`src/design/lps_pkg.sv`:
```
`timescale 1ns / 1ps
`default_nettype none
package lps_pkg;

   localparam int TIME_WIDTH_DEFAULT = 32;
   localparam int NOW_W   = 32;
   localparam int HOLD_W  = 10;
   localparam int IDX_W   = 4;
   localparam int RGB_W   = 24;
   localparam int CHAN_W  = 8;
   localparam int NUM_W   = CHAN_W + HOLD_W;
   localparam int DCNT_W  = $clog2(NUM_W + 1);

   typedef enum logic [2:0] {
      PAT_BASE    = 3'd0,
      PAT_WIFI    = 3'd1,
      PAT_MQTT    = 3'd2,
      PAT_HEAT    = 3'd3,
      PAT_LAMP    = 3'd4,
      PAT_ALARM   = 3'd5,
      PAT_NONE    = 3'd7
   } pattern_type;

   typedef enum logic [2:0] {
      ST_IDLE,
      ST_EVAL,
      ST_MUL_A,
      ST_MUL_B,
      ST_DIV_START,
      ST_DIV_WAIT,
      ST_PUSH
   } state_type;

   typedef struct packed {
      logic [RGB_W-1:0]  rgb;
      logic [HOLD_W-1:0] hold;
      logic              fade;
   } step_type;

   localparam logic [RGB_W-1:0] C_OFF   = 24'h000000;
   localparam logic [RGB_W-1:0] C_RED   = 24'hFF0000;
   localparam logic [RGB_W-1:0] C_GREEN = 24'h00FF00;
   localparam logic [RGB_W-1:0] C_BLUE  = 24'h0000FF;

   function automatic step_type mk_step(logic [RGB_W-1:0] rgb, int hold, logic fade);
      step_type s;
      s.rgb  = rgb;
      s.hold = HOLD_W'(hold);
      s.fade = fade;
      return s;
   endfunction

   function automatic logic [IDX_W-1:0] pattern_len(pattern_type pat);
      logic [IDX_W-1:0] len;
      case (pat)
         PAT_BASE:   len = IDX_W'(6);
         PAT_WIFI:   len = IDX_W'(3);
         PAT_MQTT:   len = IDX_W'(5);
         PAT_HEAT:   len = IDX_W'(4);
         PAT_LAMP:   len = IDX_W'(6);
         PAT_ALARM:  len = IDX_W'(12);
         default:    len = IDX_W'(1);
      endcase
      return len;
   endfunction

   function automatic step_type step_rom(pattern_type pat, logic [IDX_W-1:0] idx);
      step_type s;
      s = mk_step(C_OFF, 0, 1'b0);
      case (pat)
         PAT_BASE: begin
            case (idx)
               4'd0:    s = mk_step(C_OFF,   10,   1'b0);
               4'd1:    s = mk_step(C_RED,   1000, 1'b1);
               4'd2:    s = mk_step(C_GREEN, 1000, 1'b1);
               4'd3:    s = mk_step(C_BLUE,  1000, 1'b1);
               4'd4:    s = mk_step(C_OFF,   1000, 1'b1);
               4'd5:    s = mk_step(C_OFF,   200,  1'b0);
               default: s = mk_step(C_OFF,   0,    1'b0);
            endcase
         end
         PAT_WIFI: begin
            case (idx)
               4'd0:    s = mk_step(C_RED,   200, 1'b0);
               4'd1:    s = mk_step(C_GREEN, 200, 1'b0);
               4'd2:    s = mk_step(C_OFF,   500, 1'b0);
               default: s = mk_step(C_OFF,   0,   1'b0);
            endcase
         end
         PAT_MQTT: begin
            case (idx)
               4'd0:    s = mk_step(C_RED,   10,  1'b0);
               4'd1:    s = mk_step(C_GREEN, 500, 1'b1);
               4'd2:    s = mk_step(C_OFF,   500, 1'b1);
               4'd3:    s = mk_step(C_BLUE,  500, 1'b1);
               4'd4:    s = mk_step(C_OFF,   500, 1'b1);
               default: s = mk_step(C_OFF,   0,   1'b0);
            endcase
         end
         PAT_HEAT: begin
            case (idx)
               4'd0:    s = mk_step(C_RED,   500, 1'b0);
               4'd1:    s = mk_step(C_GREEN, 500, 1'b0);
               4'd2:    s = mk_step(C_BLUE,  500, 1'b0);
               4'd3:    s = mk_step(C_OFF,   700, 1'b0);
               default: s = mk_step(C_OFF,   0,   1'b0);
            endcase
         end
         PAT_LAMP: begin
            case (idx)
               4'd0:    s = mk_step(C_RED,   300, 1'b0);
               4'd1:    s = mk_step(C_OFF,   200, 1'b0);
               4'd2:    s = mk_step(C_GREEN, 300, 1'b0);
               4'd3:    s = mk_step(C_OFF,   200, 1'b0);
               4'd4:    s = mk_step(C_BLUE,  300, 1'b0);
               4'd5:    s = mk_step(C_OFF,   200, 1'b0);
               default: s = mk_step(C_OFF,   0,   1'b0);
            endcase
         end
         PAT_ALARM: begin
            case (idx)
               4'd0:    s = mk_step(C_RED,   100, 1'b0);
               4'd1:    s = mk_step(C_OFF,   50,  1'b0);
               4'd2:    s = mk_step(C_RED,   100, 1'b0);
               4'd3:    s = mk_step(C_OFF,   50,  1'b0);
               4'd4:    s = mk_step(C_GREEN, 100, 1'b0);
               4'd5:    s = mk_step(C_OFF,   50,  1'b0);
               4'd6:    s = mk_step(C_GREEN, 100, 1'b0);
               4'd7:    s = mk_step(C_OFF,   50,  1'b0);
               4'd8:    s = mk_step(C_BLUE,  100, 1'b0);
               4'd9:    s = mk_step(C_OFF,   50,  1'b0);
               4'd10:   s = mk_step(C_BLUE,  100, 1'b0);
               4'd11:   s = mk_step(C_OFF,   350, 1'b0);
               default: s = mk_step(C_OFF,   0,   1'b0);
            endcase
         end
         default: s = mk_step(C_OFF, 0, 1'b0);
      endcase
      return s;
   endfunction

   function automatic pattern_type choose_pattern(logic light, logic fan, logic broker,
                                                  logic wireless);
      pattern_type p;
      if (light && fan) begin
         p = PAT_ALARM;
      end else if (light) begin
         p = PAT_LAMP;
      end else if (fan) begin
         p = PAT_HEAT;
      end else if (!broker && wireless) begin
         p = PAT_MQTT;
      end else if (!wireless) begin
         p = PAT_WIFI;
      end else begin
         p = PAT_BASE;
      end
      return p;
   endfunction

endpackage
`default_nettype wire

```
`src/design/lps_if.sv`:
```
`timescale 1ns / 1ps
`default_nettype none
interface lps_req_if;
   logic                      valid;
   logic                      ready;
   logic [lps_pkg::NOW_W-1:0] now_ms;
   logic                      light_relay_on;
   logic                      fan_on;
   logic                      broker_link_up;
   logic                      wireless_link_up;

   modport source (output valid, output now_ms, output light_relay_on, output fan_on,
                   output broker_link_up, output wireless_link_up, input ready);
   modport sink   (input valid, input now_ms, input light_relay_on, input fan_on,
                   input broker_link_up, input wireless_link_up, output ready);
endinterface

interface lps_rsp_if;
   logic                       valid;
   logic                       ready;
   logic [lps_pkg::CHAN_W-1:0] red;
   logic [lps_pkg::CHAN_W-1:0] green;
   logic [lps_pkg::CHAN_W-1:0] blue;

   modport source (output valid, output red, output green, output blue, input ready);
   modport sink   (input valid, input red, input green, input blue, output ready);
endinterface
`default_nettype wire

```
`src/design/lps_div.sv`:
```
`timescale 1ns / 1ps
`default_nettype none
// Restoring divider, one quotient bit per cycle.
module lps_div (
   input  wire logic                        clock,
   input  wire logic                        reset,
   input  wire logic                        start,
   input  wire logic [lps_pkg::NUM_W-1:0]   numer,
   input  wire logic [lps_pkg::HOLD_W-1:0]  denom,
   output logic                             done,
   output logic [lps_pkg::CHAN_W-1:0]       quotient
);
   localparam int NW = lps_pkg::NUM_W;
   localparam int DW = lps_pkg::HOLD_W;
   localparam int CW = lps_pkg::DCNT_W;

   logic [NW-1:0] quo_ff, quo_in;
   logic [DW-1:0] rem_ff, rem_in;
   logic [DW-1:0] den_ff, den_in;
   logic [CW-1:0] cnt_ff, cnt_in;
   logic          done_ff, done_in;
   logic [DW:0]   trial;
   logic [DW+1:0] diff;

   always_comb begin
      trial   = {rem_ff, quo_ff[NW-1]};
      diff    = {1'b0, trial} - {2'b00, den_ff};
      quo_in  = quo_ff;
      rem_in  = rem_ff;
      den_in  = den_ff;
      cnt_in  = cnt_ff;
      done_in = 1'b0;
      if (start) begin
         quo_in = numer;
         rem_in = '0;
         den_in = denom;
         cnt_in = CW'(NW);
      end else if (cnt_ff != '0) begin
         if (!diff[DW+1]) begin
            rem_in = diff[DW-1:0];
            quo_in = {quo_ff[NW-2:0], 1'b1};
         end else begin
            rem_in = trial[DW-1:0];
            quo_in = {quo_ff[NW-2:0], 1'b0};
         end
         cnt_in  = cnt_ff - CW'(1);
         done_in = (cnt_ff == CW'(1));
      end
   end

   always_ff @(posedge clock) begin
      if (reset) begin
         cnt_ff  <= '0;
         done_ff <= 1'b0;
      end else begin
         cnt_ff  <= cnt_in;
         done_ff <= done_in;
      end
      quo_ff <= quo_in;
      rem_ff <= rem_in;
      den_ff <= den_in;
   end

   assign done     = done_ff;
   assign quotient = quo_ff[lps_pkg::CHAN_W-1:0];
endmodule
`default_nettype wire

```
`src/design/led_pattern_sequencer_fade.sv`:
```
// Response path: a request that gives an immediate color goes through EVAL and PUSH before
//   its response is registered; a fade request also runs MUL_A, MUL_B and the serial divider
//   for each of the 3 color channels. Throughput: one request at a time; ready drops from
//   acceptance until the sequencer is back in idle, including while PUSH waits for a stalled
//   response, with the shared 18-step divider run once per color channel for a fade.
// Reset: synchronous, active high; no pattern selected, step 0, start time and fade
//   origin cleared, response channel empty.
`timescale 1ns / 1ps
`default_nettype none
module led_pattern_sequencer_fade #(
   parameter int TIME_WIDTH = lps_pkg::TIME_WIDTH_DEFAULT
) (
   input  wire logic  clock,
   input  wire logic  reset,
   lps_req_if.sink    req_ch,
   lps_rsp_if.source  rsp_ch
);
   localparam int IW = lps_pkg::IDX_W;
   localparam int HW = lps_pkg::HOLD_W;
   localparam int CH = lps_pkg::CHAN_W;
   localparam int NW = lps_pkg::NUM_W;

   // Sequencer state
   lps_pkg::state_type      state_ff, state_in;
   lps_pkg::pattern_type    active_ff, active_in;
   logic [IW-1:0]           step_idx_ff, step_idx_in;
   logic [TIME_WIDTH-1:0]   start_ff, start_in;
   logic [lps_pkg::RGB_W-1:0] origin_ff, origin_in;

   // Captured request
   logic [TIME_WIDTH-1:0]   now_ff, now_in;
   lps_pkg::pattern_type    want_ff, want_in;

   // Fade datapath
   logic [HW-1:0]           elapsed_ff, elapsed_in;
   logic [HW-1:0]           hold_ff, hold_in;
   logic [lps_pkg::RGB_W-1:0] target_ff, target_in;
   logic [NW-1:0]           prod_ff, prod_in;
   logic [1:0]              chan_ff, chan_in;
   logic [lps_pkg::RGB_W-1:0] result_ff, result_in;

   // Response register
   logic                    rsp_valid_ff, rsp_valid_in;
   logic [lps_pkg::RGB_W-1:0] rsp_rgb_ff, rsp_rgb_in;

   // Combinational helpers
   lps_pkg::step_type       cur_step, next_step, first_step;
   logic [IW-1:0]           pat_len, idx_next;
   logic [TIME_WIDTH-1:0]   elapsed, hold_ext;
   logic [CH-1:0]           from_byte, to_byte;
   logic                    div_start, div_done;
   logic [CH-1:0]           div_quo;

   always_comb begin
      pat_len    = lps_pkg::pattern_len(active_ff);
      cur_step   = lps_pkg::step_rom(active_ff, step_idx_ff);
      idx_next   = (step_idx_ff + IW'(1) == pat_len) ? '0 : step_idx_ff + IW'(1);
      next_step  = lps_pkg::step_rom(active_ff, idx_next);
      first_step = lps_pkg::step_rom(want_ff, '0);
      elapsed    = now_ff - start_ff;
      hold_ext   = TIME_WIDTH'(cur_step.hold);
      case (chan_ff)
         2'd0: begin
            from_byte = origin_ff[23:16];
            to_byte   = target_ff[23:16];
         end
         2'd1: begin
            from_byte = origin_ff[15:8];
            to_byte   = target_ff[15:8];
         end
         default: begin
            from_byte = origin_ff[7:0];
            to_byte   = target_ff[7:0];
         end
      endcase
   end

   always_comb begin
      state_in     = state_ff;
      active_in    = active_ff;
      step_idx_in  = step_idx_ff;
      start_in     = start_ff;
      origin_in    = origin_ff;
      now_in       = now_ff;
      want_in      = want_ff;
      elapsed_in   = elapsed_ff;
      hold_in      = hold_ff;
      target_in    = target_ff;
      prod_in      = prod_ff;
      chan_in      = chan_ff;
      result_in    = result_ff;
      rsp_valid_in = rsp_valid_ff && !rsp_ch.ready;
      rsp_rgb_in   = rsp_rgb_ff;
      div_start    = 1'b0;
      req_ch.ready = 1'b0;

      case (state_ff)
         lps_pkg::ST_IDLE: begin
            req_ch.ready = 1'b1;
            if (req_ch.valid) begin
               now_in   = TIME_WIDTH'(req_ch.now_ms);
               want_in  = lps_pkg::choose_pattern(req_ch.light_relay_on, req_ch.fan_on,
                                                  req_ch.broker_link_up,
                                                  req_ch.wireless_link_up);
               state_in = lps_pkg::ST_EVAL;
            end
         end
         lps_pkg::ST_EVAL: begin
            if (want_ff != active_ff) begin
               // pattern change: snap to step 0
               active_in   = want_ff;
               step_idx_in = '0;
               start_in    = now_ff;
               origin_in   = first_step.rgb;
               result_in   = first_step.rgb;
               state_in    = lps_pkg::ST_PUSH;
            end else if (elapsed < hold_ext) begin
               if (cur_step.fade) begin
                  elapsed_in = elapsed[HW-1:0];
                  hold_in    = cur_step.hold;
                  target_in  = cur_step.rgb;
                  chan_in    = 2'd0;
                  state_in   = lps_pkg::ST_MUL_A;
               end else begin
                  state_in = lps_pkg::ST_IDLE;
               end
            end else begin
               // hold reached: advance cyclically
               origin_in   = cur_step.rgb;
               step_idx_in = idx_next;
               start_in    = now_ff;
               result_in   = next_step.rgb;
               state_in    = next_step.fade ? lps_pkg::ST_IDLE : lps_pkg::ST_PUSH;
            end
         end
         lps_pkg::ST_MUL_A: begin
            prod_in  = NW'(from_byte) * NW'(hold_ff - elapsed_ff);
            state_in = lps_pkg::ST_MUL_B;
         end
         lps_pkg::ST_MUL_B: begin
            prod_in  = prod_ff + NW'(to_byte) * NW'(elapsed_ff);
            state_in = lps_pkg::ST_DIV_START;
         end
         lps_pkg::ST_DIV_START: begin
            div_start = 1'b1;
            state_in  = lps_pkg::ST_DIV_WAIT;
         end
         lps_pkg::ST_DIV_WAIT: begin
            if (div_done) begin
               case (chan_ff)
                  2'd0:    result_in[23:16] = div_quo;
                  2'd1:    result_in[15:8]  = div_quo;
                  default: result_in[7:0]   = div_quo;
               endcase
               if (chan_ff == 2'd2) begin
                  state_in = lps_pkg::ST_PUSH;
               end else begin
                  chan_in  = chan_ff + 2'd1;
                  state_in = lps_pkg::ST_MUL_A;
               end
            end
         end
         lps_pkg::ST_PUSH: begin
            // wait for the output register to be free
            if (!rsp_valid_ff || rsp_ch.ready) begin
               rsp_valid_in = 1'b1;
               rsp_rgb_in   = result_ff;
               state_in     = lps_pkg::ST_IDLE;
            end
         end
         default: state_in = lps_pkg::ST_IDLE;
      endcase
   end

   always_ff @(posedge clock) begin
      if (reset) begin
         state_ff     <= lps_pkg::ST_IDLE;
         active_ff    <= lps_pkg::PAT_NONE;
         step_idx_ff  <= '0;
         start_ff     <= '0;
         origin_ff    <= '0;
         rsp_valid_ff <= 1'b0;
      end else begin
         state_ff     <= state_in;
         active_ff    <= active_in;
         step_idx_ff  <= step_idx_in;
         start_ff     <= start_in;
         origin_ff    <= origin_in;
         rsp_valid_ff <= rsp_valid_in;
      end
      now_ff     <= now_in;
      want_ff    <= want_in;
      elapsed_ff <= elapsed_in;
      hold_ff    <= hold_in;
      target_ff  <= target_in;
      prod_ff    <= prod_in;
      chan_ff    <= chan_in;
      result_ff  <= result_in;
      rsp_rgb_ff <= rsp_rgb_in;
   end

   lps_div u_div (
      .clock    (clock),
      .reset    (reset),
      .start    (div_start),
      .numer    (prod_ff),
      .denom    (hold_ff),
      .done     (div_done),
      .quotient (div_quo)
   );

   assign rsp_ch.valid = rsp_valid_ff;
   assign rsp_ch.red   = rsp_rgb_ff[23:16];
   assign rsp_ch.green = rsp_rgb_ff[15:8];
   assign rsp_ch.blue  = rsp_rgb_ff[7:0];
endmodule
`default_nettype wire

```
`src/flat_wrapper.sv`:
```
// flat-port wrapper written by rule: the top's interface ports become plain ports
module led_pattern_sequencer_fade_flat 
#(
   parameter int TIME_WIDTH = lps_pkg::TIME_WIDTH_DEFAULT
)
  (clock, reset, req_ch_valid, req_ch_now_ms, req_ch_light_relay_on, req_ch_fan_on, req_ch_broker_link_up, req_ch_wireless_link_up, req_ch_ready, rsp_ch_valid, rsp_ch_red, rsp_ch_green, rsp_ch_blue, rsp_ch_ready);
  lps_req_if req_ch_i ();
  lps_rsp_if rsp_ch_i ();
  input  wire logic clock;
  input  wire logic reset;
  input wire logic [$bits(req_ch_i.valid)-1:0] req_ch_valid;
  input wire logic [$bits(req_ch_i.now_ms)-1:0] req_ch_now_ms;
  input wire logic [$bits(req_ch_i.light_relay_on)-1:0] req_ch_light_relay_on;
  input wire logic [$bits(req_ch_i.fan_on)-1:0] req_ch_fan_on;
  input wire logic [$bits(req_ch_i.broker_link_up)-1:0] req_ch_broker_link_up;
  input wire logic [$bits(req_ch_i.wireless_link_up)-1:0] req_ch_wireless_link_up;
  output wire logic [$bits(req_ch_i.ready)-1:0] req_ch_ready;
  output wire logic [$bits(rsp_ch_i.valid)-1:0] rsp_ch_valid;
  output wire logic [$bits(rsp_ch_i.red)-1:0] rsp_ch_red;
  output wire logic [$bits(rsp_ch_i.green)-1:0] rsp_ch_green;
  output wire logic [$bits(rsp_ch_i.blue)-1:0] rsp_ch_blue;
  input wire logic [$bits(rsp_ch_i.ready)-1:0] rsp_ch_ready;
  assign req_ch_i.valid = req_ch_valid;
  assign req_ch_i.now_ms = req_ch_now_ms;
  assign req_ch_i.light_relay_on = req_ch_light_relay_on;
  assign req_ch_i.fan_on = req_ch_fan_on;
  assign req_ch_i.broker_link_up = req_ch_broker_link_up;
  assign req_ch_i.wireless_link_up = req_ch_wireless_link_up;
  assign req_ch_ready = req_ch_i.ready;
  assign rsp_ch_valid = rsp_ch_i.valid;
  assign rsp_ch_red = rsp_ch_i.red;
  assign rsp_ch_green = rsp_ch_i.green;
  assign rsp_ch_blue = rsp_ch_i.blue;
  assign rsp_ch_i.ready = rsp_ch_ready;
  led_pattern_sequencer_fade #(.TIME_WIDTH(TIME_WIDTH)) u_core (.clock(clock), .reset(reset), .req_ch(req_ch_i), .rsp_ch(rsp_ch_i));
endmodule
```
`config.mk`:
```
export PLATFORM = sky130hd
export DESIGN_NAME = led_pattern_sequencer_fade_flat
export DESIGN_NICKNAME = d
export VERILOG_FILES = /design/src/design/lps_pkg.sv /design/src/design/lps_if.sv /design/src/design/lps_div.sv /design/src/design/led_pattern_sequencer_fade.sv /design/src/flat_wrapper.sv
export SDC_FILE = /design/constraint.sdc
export NUM_CORES = 1
export LEC_CHECK = 0
export BUFFER_PORTS_ARGS = -buffer_cell sky130_fd_sc_hd__buf_2
export CAP_MARGIN = 30
export CORE_AREA = 2 2 198 200
export DETAILED_ROUTE_END_ITERATION = 6
export DIE_AREA = 0 0 200 202
export GPL_TIMING_DRIVEN = 1
export PLACE_DENSITY_LB_ADDON = 0.2
export REMOVE_ABC_BUFFERS = 1
export SYNTH_ARGS = -nofsm -noshare
export SYNTH_HDL_FRONTEND = slang
export SYNTH_HIERARCHICAL = 1
export SYNTH_SLANG_ARGS = --single-unit
```
`constraint.sdc`:
```
create_clock -name clock -period 11.6 [get_ports clock]
set_clock_uncertainty 0.05 [all_clocks]
set_input_delay 2.32 -clock clock [delete_from_list [all_inputs] [get_ports clock]]
set_output_delay 2.32 -clock clock [all_outputs]
set_load 0.02 [all_outputs]
```
=== Yosys cells after proc, flatten, opt, wreduce, memory -nomap -nowiden ===
Memory sizes are Yosys's and may differ from the RTL's. A register that Yosys moved wholly into a read port is not among the register bits.
Cells that the tools add are included.

* Bits in registers: 258
* Bits in read-only memories: 992
* Memories: 2
* Logic and storage cells: 179

* Add/subtract/negate cells: 7
* $mul: 2
* Reduce and logical (&&, ||, !) cells: 36
* $lt $le $gt $ge: 1
* Equal/unequal tests: 43
* Bitwise operators: 2
* Multiplexer cells: 62

{| class="wikitable"
|+ Memories
! name !! words !! width !! read ports !! clocked after Yosys merged registers in !! write ports !! line !! RTL
|-
| (no name shown) || 16 || 31 || 1 || 1 || 0 || lps_pkg.sv:121 || <nowiki>case (idx)</nowiki>
|-
| (no name shown) || 16 || 31 || 1 || 0 || 0 || lps_pkg.sv:121 ||
|}

{| class="wikitable"
|+ Operators by type and width
! operator !! count
|-
| 35-bit case mux with 6 select lines || 5
|-
| 35-bit case mux with 4 select lines || 6
|-
| 35-bit case mux with 3 select lines || 2
|-
| 24-bit 2-to-1 mux || 5
|-
| 32-bit 2-to-1 mux || 2
|-
| 24-bit case mux with 2 select lines || 1
|-
| 18-bit 2-to-1 mux || 2
|-
| 18-bit case mux with 2 select lines || 1
|-
| 32-bit by 10-bit less-than comparator with 1-bit output || 1
|-
| 8-bit case mux with 2 select lines || 2
|-
| 32-bit subtractor || 1
|-
| 3-bit 2-to-1 mux || 9
|-
| 8-bit 2-to-1 mux || 3
|-
| 3-bit equality test, second input constant || 7
|-
| 3-bit case mux with 7 select lines || 1
|-
| 4-bit 2-to-1 mux || 5
|-
| 4-bit case mux with 5 select lines || 1
|-
| 18-bit adder || 1
|-
| 3-bit by 2-bit equality test with 1-bit output, second input constant || 6
|-
| 8-bit by 10-bit multiplier with 18-bit output || 1
|-
| 8-bit by 18-bit multiplier with 18-bit output || 1
|-
| 4-bit by 2-bit equality test with 1-bit output, second input constant || 4
|-
| 4-bit by 3-bit equality test with 1-bit output, second input constant || 4
|-
| 4-bit AND reduction || 4
|-
| 34 further kinds || 78
|}

=== Depth between registers and ports, before layout ===
* Word-level depth: 13
* Gate-level depth with buffers: 30
* Depth with buffers taken out: 30

=== By module ===
The synthesis kept the hierarchy.

{| class="wikitable"
|+ By module, submodules not included
! module !! sequential area each (um^2) !! area an instance (um^2) !! cells each !! instances
|-
| led_pattern_sequencer_fade || 4814.6 || 14556.5 || 1552 || 1
|-
| lps_div || 1161.1 || 2453.6 || 218 || 1
|}

=== Least setup slack after synthesis ===
OpenSTA, ideal clock, no wires.

* Path kind: register to register
* Start: register u_core.step_idx_ff[0]
* End: register u_core.elapsed_ff[0], enable pin
* Data arrival time: 6084 ps
* Period minus slack after synthesis: 6562 ps
* Library setup time: 429 ps
* Stages on the path, launching flop included: 24
* Data required time: 11121 ps
* Setup slack: 5038 ps
* Cells stage by stage: dfxtp_1 clkbuf_1 inv_1 ha_1 clkbuf_1 o31ai_1 a21oi_1 inv_1 o21ai_0 nand2b_1 o21ai_0 a21o_1 a211oi_1 ha_1 a211oi_1 nor3b_1 a211oi_1 nor4_1 o311ai_1 a2111oi_4 nand4b_2 or4_1 buf_2 nor3_1

* Word-level cells in the longest chain between the ends: 6
* Elaborated cells on any way between the ends: 16
* Classes of those cells: order compare: 1; eq/ne: 5; mux: 6; reduce/logical: 4

{| class="wikitable"
|+ RTL lines
! element !! line !! RTL
|-
| start: declaration || led_pattern_sequencer_fade.sv:26 || <nowiki>logic [IW-1:0] step_idx_ff, step_idx_in;</nowiki>
|-
| start signal: assignment || led_pattern_sequencer_fade.sv:186 || <nowiki>step_idx_ff <= step_idx_in;</nowiki>
|-
| 4-bit by 1-bit equality test with 1-bit output (tied with other cells) || n/a ||
|-
| 3-bit OR reduction (no source line) or 2-bit OR reduction (tied branches) || n/a ||
|-
| 35-bit case mux with 4 select lines (on tied branches) || lps_pkg.sv:110, lps_pkg.sv:91 ||
|-
| 35-bit case mux with 6 select lines (*) || lps_pkg.sv:70 || <nowiki>case (pat)</nowiki>
|-
| 32-bit by 10-bit less-than comparator with 1-bit output || led_pattern_sequencer_fade.sv:117 || <nowiki>end else if (elapsed < hold_ext) begin</nowiki>
|-
| 4-bit AND reduction (no source line) (*) || n/a ||
|-
| end signal: assignment || led_pattern_sequencer_fade.sv:193 || <nowiki>elapsed_ff <= elapsed_in;</nowiki>
|-
| end: declaration || led_pattern_sequencer_fade.sv:35 || <nowiki>logic [HW-1:0] elapsed_ff, elapsed_in;</nowiki>
|}

Every way passes the cells marked *; elsewhere a longest branch is shown, timed or not.
A chain may end at the register's enable or synchronous reset.

=== Worst setup path in the final report ===
* Start: register u_core.elapsed_ff[1]
* End: register u_core.prod_ff[17] (data pin)

* Word-level cells in the longest chain between the ends: 3
* Elaborated cells on any way between the ends: 5
* Classes of those cells: add/sub: 2; mul: 2; mux: 1

{| class="wikitable"
|+ RTL lines
! element !! line !! RTL
|-
| 10-bit by 10-bit subtractor with 11-bit output or 8-bit by 10-bit multiplier with 18-bit output (tied branches) || led_pattern_sequencer_fade.sv:137, led_pattern_sequencer_fade.sv:141 ||
|-
| 8-bit by 18-bit multiplier with 18-bit output or 18-bit adder (tied branches) || led_pattern_sequencer_fade.sv:137, led_pattern_sequencer_fade.sv:141 ||
|-
| 18-bit case mux with 2 select lines (*) || led_pattern_sequencer_fade.sv:97 || <nowiki>case (state_ff)</nowiki>
|-
| net u_core.prod_in[17] || led_pattern_sequencer_fade.sv:38 || <nowiki>logic [NW-1:0] prod_ff, prod_in;</nowiki>
|-
| end signal: assignment || led_pattern_sequencer_fade.sv:196 || <nowiki>prod_ff <= prod_in;</nowiki>
|-
| end: declaration || led_pattern_sequencer_fade.sv:38 ||
|}

The timed path passes the listed nets; every way through them passes the cells marked *.

==> metrics.md <==
| Metric | Value |
|---|---|
| Startpoint types | `flop` |
| Cell taking the most area after synthesis | `edfxtp_1` |
| Antenna cells | `0` |
| #FFs+latches synth | `222` |
| Root buf cell | `clkbuf_16` |
| Hold Crit Class | `reg -> reg` |
| CP Capture Type | `flop` |
| Setup TNS | `0 ns` |
| GR Overflow Total | `0` |
| Vias/cell | `5.30` |
| DP Wirelength | `30800 µm` |
| Clock Sinks | `222` |
| Num rows | `72` |
| Slew HR | `0.332` |
| DRT iter0 DRCs | `771` |
| Commonest cells post-synth | `inv_1 (295), nand2_1 (171), edfxtp_1 (153)` |
| RD Place Congestion | `0.885` |
| First-pass GRT wire length | `63900 µm` |
| Largest net degree at the start of global routing | `52` |
| Async SR Flop Fraction | `0` |
| Share of power burned in the clock network | `0.274` |
| Gate power share | `0.369` |
| Worst VDD drop | `168 µV` |
| Reg2Reg Launch Point | `u_core/elapsed_ff[1]` |
| Layout cells sized above 1 | `0.103` |
| Die X | `200 µm` |
| Yosys warnings | `6` |
| CTS Hold Bufs | `0` |
| PwrDens | `170 nW/µm²` |
| Skew-Pair Late Insertion Delay | `0.53 ns` |
| Crit path kind | `reg -> reg` |
| # port buffers | `65` |
| Arrival @ worst endpoint | `7.27 ns` |
| Status | `completed` |
| CTS resizes | `0` |
| Initial Utilization | `0.444` |
| DIE HEIGHT | `202 µm` |
| DRC viols | `0` |
| CTS tree | `built` |
| Leak | `0.00797 µW` |
| Hold Vio Cnt, Final | `0` |
| GRT Overall Usage | `0.198` |
| Setup repair bufs after CTS | `0` |
| Synth area leaders | `edfxtp_1 (27%), fa_1 (13%), ha_1 (9.9%), dfxtp_1 (8.1%), inv_1 (6.5%)` |
| Net Switching | `1140 µW` |
| Routed len/inst | `16.5 µm` |
| Cell Int Power | `2040 µW` |
| Syn_area_per_cell | `9.61 µm²` |
| DRT Pass-1 Iters | `5` |
| Peak Freq | `142 MHz` |
| Max-Cap Viols | `0` |
| Register area share after synthesis | `0.351` |
| Commonest register cell after synthesis | `edfxtp_1` |
| Total Wirelength | `38800 µm` |
| Cell area after placement | `17800 µm²` |
| Vias in the first global route | `12.6k` |
| RSZ-0062 raised after global routing | `no` |
| Die ar. | `40400 µm²` |
| Sequential fraction of design power | `0.356` |
| Clock-pin slew on the worst setup and hold paths | `0.07 ns` |
| Initial antenna violation count | `0` |
| Required time worst endpoint | `11.83 ns` |
| IO Count | `66` |
| Core area | `38300 µm²` |
| Post-route minimum period | `7.04 ns` |
| Synth top area share | `0.270` |
| Hold path startpoint | `u_core/result_ff[7]` |
| Max H-tree Level | `1` |
| Syn Inst Count | `1770` |
| Worst-margin pin slew | `1.00 ns` |
| Synth Cell Area | `17000 µm²` |
| Yosys cell types | `88` |
| Final Slew Violations | `0` |
| Vias | `12.4k` |
| Clock buffer depth | `3` |
| Setup crit start | `u_core/elapsed_ff[1]` |
| Syn-to-layout area delta | `9.87%` |
| Number of synthesized flops with an enable pin | `153` |
| Most numerous cell in the Yosys netlist | `inv_1` |
| Sw Share | `0.359` |
| Period utilisation layout | `0.607` |
| Antenna-violating nets left | `0` |
| Design area | `18700 µm²` |
| Number of buffers created by CTS | `25` |
| Setup-violating endpoint count in the final report | `0` |
| Layout Nets | `2090` |
| Crit-path max FO | `5` |
[stage by stage]
step	hold WS (ns)	setup slack, ns	total power, µW	instances	utilization
6_report	0.368	4.56	3180	2345	0.488
4_1_cts	0.369	4.56	3210	2344	0.488
2_1_floorplan	0.350	5.20	2000	1703	-
5_1_grt	0.374	4.10	3390	2345	0.488
3_5_place_dp	0.355	4.55	2320	2298	0.464
3_3_place_gp	0.356	4.72	2280	2295	0.463
[routing by layer]
layer  up-vias  wire length, µm  global-route usage
li1       6129                -                   -
met1      6013            17100               0.253
met2       247            19400               0.352
met3        47             1500              0.0274
met4         0              831              0.0444
met5         -                0                   0
[final cells by class]
cell class	instances	area, µm²
timing repair buffer	78	430
clock inverter	13	193
multi-input combinational	1186	9610
sequential	222	5980
tap	518	648
fill	3603	19600
clock buffer	33	728
inverter	295	1110
[placed cells by master (no fill, tap or decap), types with 12 or more instances in the layout]
| master | synthesis | routed |
|---|---|---|
| inv_1 | 295 | 295 |
| nand2_1 | 171 | 171 |
| nor2_1 | 86 | 86 |
| a21oi_1 | 123 | 123 |
| o211ai_1 | 15 | 15 |
| nand2b_1 | 17 | 17 |
| buf_2 | 12 | 65 |
| nand3_1 | 31 | 31 |
| o21ai_0 | 86 | 86 |
| and2_1 | 14 | 13 |
| a31oi_1 | 15 | 15 |
| o31ai_1 | 19 | 19 |
| fa_1 | 107 | 107 |
| dfxtp_1 | 69 | 69 |
| edfxtp_1 | 153 | 153 |
| ha_1 | 135 | 135 |
| o21a_1 | 16 | 16 |
| mux2_2 | 25 | 25 |
| nand4_1 | 12 | 12 |
| mux2i_1 | 14 | 14 |
| nand3b_1 | 12 | 12 |
| clkbuf_16 | 0 | 27 |
| a21o_1 | 16 | 16 |
| xor2_1 | 15 | 15 |
| xnor2_1 | 48 | 48 |
| nor3_1 | 31 | 29 |
[flip-flops by register name, indices dropped and copies added (netlist names), named ones only]
signal	flops
u_core/u_div/rem_ff	10
u_core/rsp_rgb_ff	24
u_core/prod_ff	18
u_core/elapsed_ff	10
u_core/origin_ff	3
u_core/u_div/cnt_ff	5
u_core/chan_ff	2
u_core/step_idx_ff	4
u_core/want_ff	3
u_core/target_ff	3
u_core/active_ff	3
u_core/u_div/den_ff	10
u_core/state_ff	3
u_core/result_ff	24
u_core/hold_ff	9
u_core/u_div/done	1
u_core/rsp_ch.valid	1
u_core/u_div/quo_ff	18
u_core/start_ff	32
u_core/now_ff	32
[path summary, 6_finish.rpt]
| path | endpoint | slack (ns) | cells past startpoint |
|---|---|---|---|
| worst min-delay path | u_core/rsp_rgb_ff[7] | 0.37 | 0 |
| worst max register to register | u_core/prod_ff[17] | 4.56 | 24 |
| worst max-delay path | u_core/prod_ff[17] | 4.56 | 24 |
| worst min register to register | u_core/rsp_rgb_ff[7] | 0.37 | 0 |
[critical path: stages, from the launching register on]
cell,delay [ns]
edfxtp_1,0.44
fa_1,0.49
nor2b_1,0.12
o21ai_0,0.10
a21boi_0,0.29
o21a_1,0.21
nor3_1,0.06
nor3b_1,0.80
fa_1,0.62
fa_1,0.55
inv_1,0.05
fa_1,0.46
fa_1,0.55
inv_1,0.05
ha_1,0.32
inv_1,0.06
o21ai_0,0.08
a21oi_1,0.22
o21ai_0,0.16
a211o_1,0.32
a21o_1,0.18
a21oi_1,0.21
o21ai_0,0.15
xnor2_1,0.16
mux2i_1,0.09
[cells by family after synthesis]
| group | share of synthesized area |
|---|---|
| mux | 0.0248 |
| other cells | 0.000220 |
| buf+inv | 0.0847 |
| xor+xnor | 0.0324 |
| simple gates | 0.129 |
| compound gates | 0.152 |
| flops | 0.351 |
| fa+ha+maj | 0.225 |
[power by group through the flow]
stage | combinational (µW) | sequential, µW | clock (µW)
after floorplan | 883 | 1120 | 0
after global placement | 1140 | 1150 | 0
after detailed placement | 1170 | 1150 | 0
after CTS | 1180 | 1130 | 895
after global routing | 1310 | 1150 | 926
final | 1170 | 1130 | 871
Power figures use the tool's default switching activity.
